==> config.mk <==
export PLATFORM = sky130hd
export DESIGN_NAME = stream_word_replacer
export DESIGN_NICKNAME = d
export VERILOG_FILES = /design/src/hw/rtl/swr_pkg.sv /design/src/hw/rtl/swr_cell.sv /design/src/hw/rtl/stream_word_replacer.sv
export SDC_FILE = /design/constraint.sdc
export NUM_CORES = 1
export LEC_CHECK = 0
export BUFFER_PORTS_ARGS = -buffer_cell sky130_fd_sc_hd__buf_2
export CAP_MARGIN = 5
export CELL_PAD_IN_SITES_DETAIL_PLACEMENT = 1
export CELL_PAD_IN_SITES_GLOBAL_PLACEMENT = 1
export CORE_UTILIZATION = 24
export DETAILED_ROUTE_END_ITERATION = 12
export PLACE_DENSITY = 0.58
export SYNTH_ARGS = -nofsm -noshare
export SYNTH_HDL_FRONTEND = slang
export SYNTH_SLANG_ARGS = --single-unit
export TNS_END_PERCENT = 20
==> constraint.sdc <==
create_clock -name i_clk -period 5.78 [get_ports i_clk]
set_clock_uncertainty 0.2 [all_clocks]
set_input_delay 0.578 -clock i_clk [delete_from_list [all_inputs] [get_ports i_clk]]
set_output_delay 0.578 -clock i_clk [all_outputs]
set_load 0.01 [all_outputs]
==> src/hw/rtl/swr_pkg.sv <==
`default_nettype none

package swr_pkg;

    localparam int BYTE_W       = 8;
    localparam int CFG_W        = 64;
    localparam int LEN_W        = 4;
    localparam int SWR_MAX_WORD = 8;

    typedef logic [BYTE_W-1:0] t_byte;
    typedef logic [CFG_W-1:0]  t_cfg_data;
    typedef logic [LEN_W-1:0]  t_len;

    // configuration register indexes
    typedef logic [1:0] t_reg_idx;
    localparam t_reg_idx REG_WORD_BYTES = 2'd0;
    localparam t_reg_idx REG_WORD_LEN   = 2'd1;
    localparam t_reg_idx REG_REP_BYTES  = 2'd2;
    localparam t_reg_idx REG_REP_LEN    = 2'd3;

    // per-cell control
    typedef struct packed {
        logic load;
        logic shift;
    } t_cell_ctrl;

endpackage

`default_nettype wire

==> src/hw/rtl/swr_cell.sv <==
`default_nettype none

module swr_cell (
    input  logic               i_clk,
    input  swr_pkg::t_cell_ctrl i_ctrl,
    input  swr_pkg::t_byte     i_in_byte,
    input  swr_pkg::t_byte     i_next_byte,
    input  swr_pkg::t_byte     i_word_byte,
    output swr_pkg::t_byte     o_byte,
    output logic               o_eq
);
    import swr_pkg::*;

    t_byte r_byte;
    t_byte n_byte;

    // new byte wins over the shift from the neighbour
    always_comb begin
        n_byte = r_byte;
        if (i_ctrl.load) begin
            n_byte = i_in_byte;
        end else if (i_ctrl.shift) begin
            n_byte = i_next_byte;
        end
    end

    always_ff @(posedge i_clk) begin
        r_byte <= n_byte;
    end

    assign o_byte = r_byte;
    assign o_eq   = (r_byte == i_word_byte);

endmodule

`default_nettype wire

==> src/hw/rtl/stream_word_replacer.sv <==
`default_nettype none

// streaming find and replace over a byte stream
//
// input channel (i_in_valid / o_in_ready) carries one text byte per transaction
// plus a flag marking the last byte of a sentence. output channel
// (o_out_valid / i_out_ready) carries one result per transaction: a byte, a
// has-byte flag (0 for a bare end marker) and a last-of-sentence flag.
// the config port (i_cfg_we, i_cfg_idx, i_cfg_data) writes the word, its
// length, the replacement and its length; write it only while idle.
//
// pending bytes sit in a row of cells that shift towards the output.
// a byte that gives at most one plain byte back is handled in its accept
// cycle, its result, if any, in the output register in the cycle after.
// a byte that gives N results otherwise (a replacement, a flush at sentence
// end, a shrunk word) moves to an emit phase, the output register draining one
// result per cycle while the receiver is ready; input is held off meanwhile.
// reset empties the window and clears the configuration: empty word, so text
// passes through unchanged. when the receiver stalls, the output register
// holds its result and no new transaction is taken in.

module stream_word_replacer #(
    parameter int MAX_WORD = swr_pkg::SWR_MAX_WORD
) (
    input  logic              i_clk,
    input  logic              i_rst_n,
    // config
    input  logic              i_cfg_we,
    input  swr_pkg::t_reg_idx i_cfg_idx,
    input  swr_pkg::t_cfg_data i_cfg_data,
    // input channel
    input  logic              i_in_valid,
    output logic              o_in_ready,
    input  swr_pkg::t_byte    i_in_byte,
    input  logic              i_sentence_end,
    // output channel
    output logic              o_out_valid,
    input  logic              i_out_ready,
    output swr_pkg::t_byte    o_out_byte,
    output logic              o_has_byte,
    output logic              o_last_of_sentence
);
    import swr_pkg::*;

    localparam int CW = $clog2(MAX_WORD + 1);
    localparam int IW = (MAX_WORD > 1) ? $clog2(MAX_WORD) : 1;

    typedef enum logic {S_RUN, S_EMIT} t_state;
    typedef enum logic [1:0] {M_WIN, M_REP, M_BARE} t_mode;

    // config registers
    t_cfg_data r_word_bytes;
    t_len      r_word_length;
    t_cfg_data r_rep_bytes;
    t_len      r_rep_length;

    always_ff @(posedge i_clk) begin
        if (!i_rst_n) begin
            r_word_bytes  <= '0;
            r_word_length <= '0;
            r_rep_bytes   <= '0;
            r_rep_length  <= '0;
        end else if (i_cfg_we) begin
            case (i_cfg_idx)
                REG_WORD_BYTES: r_word_bytes  <= i_cfg_data;
                REG_WORD_LEN:   r_word_length <= i_cfg_data[LEN_W-1:0];
                REG_REP_BYTES:  r_rep_bytes   <= i_cfg_data;
                REG_REP_LEN:    r_rep_length  <= i_cfg_data[LEN_W-1:0];
                default: ;
            endcase
        end
    end

    // lengths clamped to the window depth
    logic [CW-1:0] wl;
    logic [CW-1:0] rl;
    assign wl = (r_word_length > LEN_W'(MAX_WORD)) ? CW'(MAX_WORD) : CW'(r_word_length);
    assign rl = (r_rep_length > LEN_W'(MAX_WORD)) ? CW'(MAX_WORD) : CW'(r_rep_length);

    // byte views of word and replacement
    t_byte word_arr [MAX_WORD];
    t_byte rep_arr  [MAX_WORD];

    // cell row
    t_cell_ctrl          cell_ctrl [MAX_WORD];
    t_byte               cell_byte [MAX_WORD];
    logic [MAX_WORD-1:0] cell_eq;
    logic                shift_all;
    logic                load_en;
    logic [CW-1:0]       load_pos;

    for (genvar k = 0; k < MAX_WORD; k++) begin : g_cell
        t_byte next_byte;

        assign word_arr[k] = r_word_bytes[k*BYTE_W +: BYTE_W];
        assign rep_arr[k]  = r_rep_bytes[k*BYTE_W +: BYTE_W];

        if (k == MAX_WORD - 1) begin : g_tail
            assign next_byte = '0;
        end else begin : g_mid
            assign next_byte = cell_byte[k+1];
        end

        assign cell_ctrl[k].shift = shift_all;
        assign cell_ctrl[k].load  = load_en && (load_pos == CW'(k));

        swr_cell u_cell (
            .i_clk       (i_clk),
            .i_ctrl      (cell_ctrl[k]),
            .i_in_byte   (i_in_byte),
            .i_next_byte (next_byte),
            .i_word_byte (word_arr[k]),
            .o_byte      (cell_byte[k]),
            .o_eq        (cell_eq[k])
        );
    end

    // control state
    t_state        r_state, n_state;
    t_mode         r_mode, n_mode;
    logic [CW-1:0] r_count, n_count;
    logic [CW-1:0] r_rem, n_rem;
    logic [IW-1:0] r_idx, n_idx;
    logic          r_end, n_end;
    logic          r_out_valid, n_out_valid;
    t_byte         r_out_byte, n_out_byte;
    logic          r_has, n_has;
    logic          r_last, n_last;

    logic          slot_free;
    logic          acc;
    logic [CW-1:0] cnt1;
    logic          in_eq;
    logic          prev_eq;
    logic          match;
    t_mode         p_mode;
    logic [CW-1:0] p_rem;
    logic          fast;

    assign slot_free  = !r_out_valid || i_out_ready;
    assign o_in_ready = (r_state == S_RUN) && slot_free;
    assign acc        = i_in_valid && o_in_ready;

    // plan for the incoming byte, seen as appended to the window
    always_comb begin
        cnt1    = r_count + CW'(1);
        in_eq   = (i_in_byte == word_arr[r_count[IW-1:0]]);
        prev_eq = 1'b1;
        for (int k = 0; k < MAX_WORD; k++) begin
            if (CW'(k) < r_count && !cell_eq[k]) begin
                prev_eq = 1'b0;
            end
        end
        match = (wl != '0) && (cnt1 == wl) && in_eq && prev_eq;

        p_mode = M_WIN;
        p_rem  = '0;
        if (match) begin
            if (i_sentence_end && rl == '0) begin
                // deleted match closing a sentence: bare end marker
                p_mode = M_BARE;
                p_rem  = CW'(1);
            end else begin
                p_mode = M_REP;
                p_rem  = rl;
            end
        end else if (i_sentence_end || wl == '0) begin
            p_rem = cnt1;
        end else if (cnt1 > wl) begin
            // word shrunk: drop back to one short of the word
            p_rem = cnt1 - wl + CW'(1);
        end else if (cnt1 == wl) begin
            p_rem = CW'(1);
        end
        fast = !i_sentence_end && !match && (p_rem == CW'(1));
    end

    // next state
    always_comb begin
        n_state     = r_state;
        n_mode      = r_mode;
        n_count     = r_count;
        n_rem       = r_rem;
        n_idx       = r_idx;
        n_end       = r_end;
        n_out_valid = r_out_valid && !i_out_ready;
        n_out_byte  = r_out_byte;
        n_has       = r_has;
        n_last      = r_last;
        shift_all   = 1'b0;
        load_en     = 1'b0;
        load_pos    = r_count;

        case (r_state)
            S_RUN: begin
                if (acc) begin
                    load_en = 1'b1;
                    if (fast) begin
                        // emit the oldest byte while the new one joins the row
                        shift_all   = 1'b1;
                        load_pos    = r_count - CW'(1);
                        n_out_valid = 1'b1;
                        n_out_byte  = (r_count == '0) ? i_in_byte : cell_byte[0];
                        n_has       = 1'b1;
                        n_last      = 1'b0;
                    end else begin
                        n_count = match ? '0 : cnt1;
                        n_mode  = p_mode;
                        n_rem   = p_rem;
                        n_end   = i_sentence_end;
                        n_idx   = '0;
                        if (p_rem != '0) begin
                            n_state = S_EMIT;
                        end
                    end
                end
            end
            S_EMIT: begin
                if (slot_free) begin
                    n_out_valid = 1'b1;
                    n_last      = r_end && (r_rem == CW'(1));
                    n_rem       = r_rem - CW'(1);
                    case (r_mode)
                        M_WIN: begin
                            n_out_byte = cell_byte[0];
                            n_has      = 1'b1;
                            shift_all  = 1'b1;
                            n_count    = r_count - CW'(1);
                        end
                        M_REP: begin
                            n_out_byte = rep_arr[r_idx];
                            n_has      = 1'b1;
                            n_idx      = r_idx + IW'(1);
                        end
                        default: begin
                            n_out_byte = '0;
                            n_has      = 1'b0;
                        end
                    endcase
                    if (r_rem == CW'(1)) begin
                        n_state = S_RUN;
                    end
                end
            end
            default: n_state = S_RUN;
        endcase
    end

    always_ff @(posedge i_clk) begin
        if (!i_rst_n) begin
            r_state     <= S_RUN;
            r_mode      <= M_WIN;
            r_count     <= '0;
            r_rem       <= '0;
            r_idx       <= '0;
            r_end       <= 1'b0;
            r_out_valid <= 1'b0;
        end else begin
            r_state     <= n_state;
            r_mode      <= n_mode;
            r_count     <= n_count;
            r_rem       <= n_rem;
            r_idx       <= n_idx;
            r_end       <= n_end;
            r_out_valid <= n_out_valid;
        end
        r_out_byte <= n_out_byte;
        r_has      <= n_has;
        r_last     <= n_last;
    end

    assign o_out_valid        = r_out_valid;
    assign o_out_byte         = r_out_byte;
    assign o_has_byte         = r_has;
    assign o_last_of_sentence = r_last;

    // window never overflows between transactions
    a_count_bound: assert property (@(posedge i_clk) disable iff (!i_rst_n)
        (r_state == S_RUN) |-> (r_count < CW'(MAX_WORD)))
        else $error("window holds too many bytes while idle");

    // window emission never runs past the stored bytes
    a_win_drain: assert property (@(posedge i_clk) disable iff (!i_rst_n)
        (r_state == S_EMIT && r_mode == M_WIN) |-> (r_rem <= r_count))
        else $error("window drain exceeds pending bytes");

    // emit phase always has work left
    a_emit_rem: assert property (@(posedge i_clk) disable iff (!i_rst_n)
        (r_state == S_EMIT) |-> (r_rem != '0))
        else $error("emit phase with nothing to emit");

    // a sentence end flushes the window completely
    a_end_flush: assert property (@(posedge i_clk) disable iff (!i_rst_n)
        (r_out_valid && r_last && $rose(r_out_valid)) |-> (r_count == '0))
        else $error("window not empty after sentence end");

endmodule

`default_nettype wire
==> impl_metrics.prom <==
# TYPE chip_impl_metric gauge
chip_impl_metric{name="postRouteAntennaNets",unit=""} 0
chip_impl_metric{name="floorplan.initialDensity",unit=""} 0.2443
chip_impl_info{name="crit_type",value="register to register"} 1
chip_impl_metric{name="number_of_nets_in_the_layout",unit=""} 1344
chip_impl_metric{name="drt_first_iter_violations",unit=""} 638
chip_impl_metric{name="clk_pin_slew_worst_paths",unit="ns"} 0.06
chip_impl_metric{name="delay_contributed_by_the_slowest_stage_of_the_critical_path",unit="ns"} 0.60
chip_impl_metric{name="clock_latency",unit="ns"} 0.57
chip_impl_metric{name="place.gp.congestion",unit=""} 0.9106
chip_impl_metric{name="power.net_switching",unit="uW"} 2257
chip_impl_metric{name="tritoncts.num_buffers",unit=""} 26
chip_impl_metric{name="r2r_setup_slack",unit="ns"} 0.40
chip_impl_info{name="clock_tree_from_tritoncts",value="built"} 1
chip_impl_info{name="rsz0062_at_grt",value="false"} 1
chip_impl_metric{name="internal-power",unit="uW"} 4111
chip_impl_metric{name="sw_frac_of_total",unit=""} 0.3545
chip_impl_metric{name="vias_per_cell",unit=""} 4.812
chip_impl_metric{name="core_area",unit="mm^2"} 0.04795
chip_impl_info{name="cp_slowest_cell",value="sky130_fd_sc_hd__a21boi_2"} 1
chip_impl_metric{name="wp_data_required",unit="ns"} 5.80
chip_impl_metric{name="cts_max_level",unit=""} 1
chip_impl_metric{name="max_slew.worst_pin.slew",unit="ns"} 0.9891
chip_impl_metric{name="place.detailed.instances",unit=""} 1835
chip_impl_metric{name="grt_start_max_net_pins",unit=""} 76
chip_impl_metric{name="period_minus_slack",unit="ns"} 5.381
chip_impl_metric{name="synthesis.area",unit="mm^2"} 0.01171
chip_impl_metric{name="wl_per_cell",unit="um"} 21.72
chip_impl_metric{name="synth-async-reset-ratio",unit=""} 0
chip_impl_metric{name="power_density",unit="mW/mm^2"} 467.0
chip_impl_metric{name="grt_usage",unit=""} 0.1638
chip_impl_metric{name="die_height",unit="um"} 222.9
chip_impl_metric{name="clkSinkCount",unit=""} 226
chip_impl_metric{name="detailedRoute.firstPassIterationCount",unit=""} 5
chip_impl_info{name="critical_path.top_delay_family",value="adder cells"} 1
chip_impl_metric{name="ys_seq_elements",unit=""} 226
chip_impl_metric{name="ys_seq_area_frac",unit=""} 0.4495
chip_impl_metric{name="area_delta_synth_final",unit="%"} 16.40
chip_impl_info{name="most_common_flop_cell_mapped_by_yosys",value="sky130_fd_sc_hd__dfxtp_1"} 1
chip_impl_info{name="root_buffer_cell",value="sky130_fd_sc_hd__clkbuf_16"} 1
chip_impl_metric{name="layout-drive-gt1-share",unit=""} 0.2011
chip_impl_metric{name="power.combinational.fraction",unit=""} 0.346
chip_impl_metric{name="dp_hpwl",unit="mm"} 31.27
chip_impl_metric{name="postCtsResizedCells",unit=""} 0
chip_impl_metric{name="placement.io_buffers",unit=""} 91
chip_impl_info{name="mostFrequentLayoutCell",value="sky130_fd_sc_hd__nand2_1"} 1
chip_impl_metric{name="grt_antenna_before_repair",unit=""} 1
chip_impl_metric{name="critical_path_arrival",unit="ns"} 5.40
chip_impl_metric{name="leakage",unit="uW"} 0.004948
chip_impl_info{name="timing.critical_path.from_type",value="register"} 1
chip_impl_metric{name="cts_setup_buffers",unit=""} 0
chip_impl_info{name="cp_cell_sequence",value="buf_4 -> inv_2 -> ha_1 -> ha_1 -> inv_1 -> ha_1 -> inv_1 -> fa_1 -> xor2_1 -> nand3_1 -> o211ai_1 -> a22o_1 -> and3b_1 -> a21boi_2 -> mux2_2 -> a31oi_4 -> nand2b_1"} 1
chip_impl_metric{name="drv_cap",unit=""} 0
chip_impl_metric{name="power_frac_clock",unit=""} 0.272
chip_impl_info{name="crit_path_start",value="r_count[0]"} 1
chip_impl_metric{name="layoutNonFillerInstCount",unit=""} 1883
chip_impl_metric{name="final_cycle_utilization_of_the_critical_path",unit=""} 0.9310
chip_impl_info{name="hold_start",value="i_cfg_data[30]"} 1
chip_impl_info{name="hp-class",value="primary input to register"} 1
chip_impl_metric{name="finalHoldViolCount",unit=""} 0
chip_impl_info{name="run_status",value="completed"} 1
chip_impl_metric{name="max_freq",unit="MHz"} 185.8
chip_impl_metric{name="yosys_warnings",unit=""} 0
chip_impl_info{name="most-common-layout-cells",value="sky130_fd_sc_hd__nand2_1, sky130_fd_sc_hd__a21oi_1, sky130_fd_sc_hd__dfxtp_1"} 1
chip_impl_metric{name="synth.distinct_cells",unit=""} 73
chip_impl_metric{name="max_slew_margin",unit=""} 0.3345
chip_impl_metric{name="core.rowCount",unit=""} 80
chip_impl_metric{name="netlist_instances",unit=""} 1192
chip_impl_metric{name="remaining_drc_errors",unit=""} 0
chip_impl_metric{name="synth.net_count",unit=""} 1288
chip_impl_metric{name="postRouteWirelength",unit="mm"} 40.90
chip_impl_metric{name="wire_length_of_the_first_global_routing_pass",unit="mm"} 60.73
chip_impl_metric{name="holdBufCountCts",unit=""} 0
chip_impl_metric{name="synth_enable_flop_cells",unit=""} 74
chip_impl_metric{name="critPathMaxFanout",unit=""} 15
chip_impl_metric{name="synth_area_per_cell",unit="um^2"} 9.827
chip_impl_metric{name="antenna_cells_inserted",unit=""} 0
chip_impl_metric{name="detailroute.via_count",unit=""} 9061
chip_impl_info{name="cp_common_cell",value="sky130_fd_sc_hd__ha_1"} 1
chip_impl_metric{name="timing.setup.tns",unit="ns"} 0
chip_impl_info{name="worst_flop_to_flop_path_startpoint",value="r_count[0]"} 1
chip_impl_metric{name="cts_buffer_depth",unit=""} 3
chip_impl_metric{name="pwr-share-seq",unit=""} 0.382
chip_impl_metric{name="worst_ir_drop_vdd",unit="uV"} 247.0
chip_impl_metric{name="grt_pass1_vias",unit=""} 9315
chip_impl_metric{name="die_x",unit="um"} 222.9
chip_impl_metric{name="die_area",unit="mm^2"} 0.04970
chip_impl_metric{name="global_route.overflow_total",unit=""} 0
chip_impl_info{name="crit_path_end_kind",value="register"} 1
chip_impl_metric{name="n_fill_cell",unit=""} 5471
chip_impl_metric{name="critical_path_buf_inv_count",unit=""} 4
chip_impl_metric{name="finalMaxSlewViolations",unit=""} 0
chip_impl_metric{name="io_pins",unit=""} 92
chip_impl_metric{name="setup_violations",unit=""} 0
flip-flops by register name, summed over array words and instances, names as in the netlist:
signal / cells
g_cell.u_cell.o_byte: 64
o_has_byte: 1
o_last_of_sentence: 1
o_out_byte: 8
o_out_valid: 1
r_count: 4
r_end: 1
r_idx: 3
r_mode: 2
r_rem: 4
r_rep_bytes: 64
r_rep_length: 4
r_state: 1
r_word_bytes: 64
r_word_length: 4
cells in the mapped netlist (all sizes together), types with 10 or more instances:
library cell / count / area (um^2)
nand2: 291 / 1092
nand3: 15 / 75.07
xor2: 63 / 551.8
nor3: 10 / 61.31
inv: 19 / 71.31
mux2: 60 / 885.8
mux2i: 39 / 390.4
buf: 24 / 138.9
edfxtp: 74 / 2222
a21oi: 155 / 809.5
nor4: 19 / 131.4
clkbuf: 53 / 198.9
mux4: 24 / 540.5
nor2: 34 / 127.6
dfxtp: 152 / 3043
xnor2: 11 / 96.34
ha: 14 / 175.2
and2: 12 / 75.07
o21ai: 22 / 121.4
a22oi: 12 / 90.09
final timing paths:
path                                                   end  cells past startpoint
worst max-delay path            g_cell[6].u_cell.o_byte[7]                     17
worst min-delay path                       r_rep_bytes[30]                      3
worst max register to register  g_cell[6].u_cell.o_byte[7]                     17
worst min register to register             r_rep_bytes[42]                      2
power by group through the flow:
| stage | clock [uW] | sequential [uW] | combinational, uW |
|---|---|---|---|
| 2_1_floorplan | 0 | 2350 | 1620 |
| 3_3_place_gp | 0 | 2460 | 2120 |
| 3_5_place_dp | 0 | 2460 | 2180 |
| 4_1_cts | 1770 | 2430 | 2190 |
| 5_1_grt | 1830 | 2460 | 2390 |
| 6_report | 1730 | 2430 | 2200 |
kinds of logic after synthesis:
group / Yosys count / synth area share
mux: 123 / 0.1551
compound gates: 233 / 0.1250
xor+xnor: 74 / 0.05533
flops: 226 / 0.4495
buf+inv: 97 / 0.03525
fa+ha+maj: 16 / 0.01837
simple gates: 423 / 0.1615
stage by stage:
step | util | hold slack (ns) | area (um^2) | setup WS (ns) | total power [uW]
2_1_floorplan | - | 0.2331 | 11710 | 1.097 | 3968
3_3_place_gp | 0.2654 | 0.2404 | 12720 | 0.6615 | 4572
3_5_place_dp | 0.2654 | 0.2470 | 12720 | 0.4397 | 4647
4_1_cts | 0.2844 | 0.04266 | 13630 | 0.4432 | 6396
5_1_grt | 0.2844 | 0.06330 | 13630 | 0.1770 | 6681
6_report | 0.2844 | 0.07250 | 13630 | 0.3987 | 6368
layout make-up:
type,instances,area (um^2),share of cell area
multi-input cells,869,6048,0.4436
flip-flops and latches,226,5268,0.3863
clock buffers,38,788.3,0.05781
well taps,615,769.5,0.05644
repair buffers,105,560.5,0.04111
clock inverters,10,122.6,0.008993
inverters,20,77.57,0.005690
worst min-delay path, delay by kind of cell:
| family | cells | cell delay (ns) |
|---|---|---|
| AND/OR/NAND/NOR | 1 | 0.05 |
| AO/OA/AOI/OAI | 1 | 0.05 |
| buffers and inverters | 1 | 0.11 |
per-layer routing:
metal,vias up,track usage,part of all wire
li1,4305,-,-
met1,4498,0.2240,0.47
met2,201,0.2649,0.46
met3,57,0.02766,0.047
met4,0,0.04583,0.024
met5,-,0,0
(Power assumes the default switching activity.)
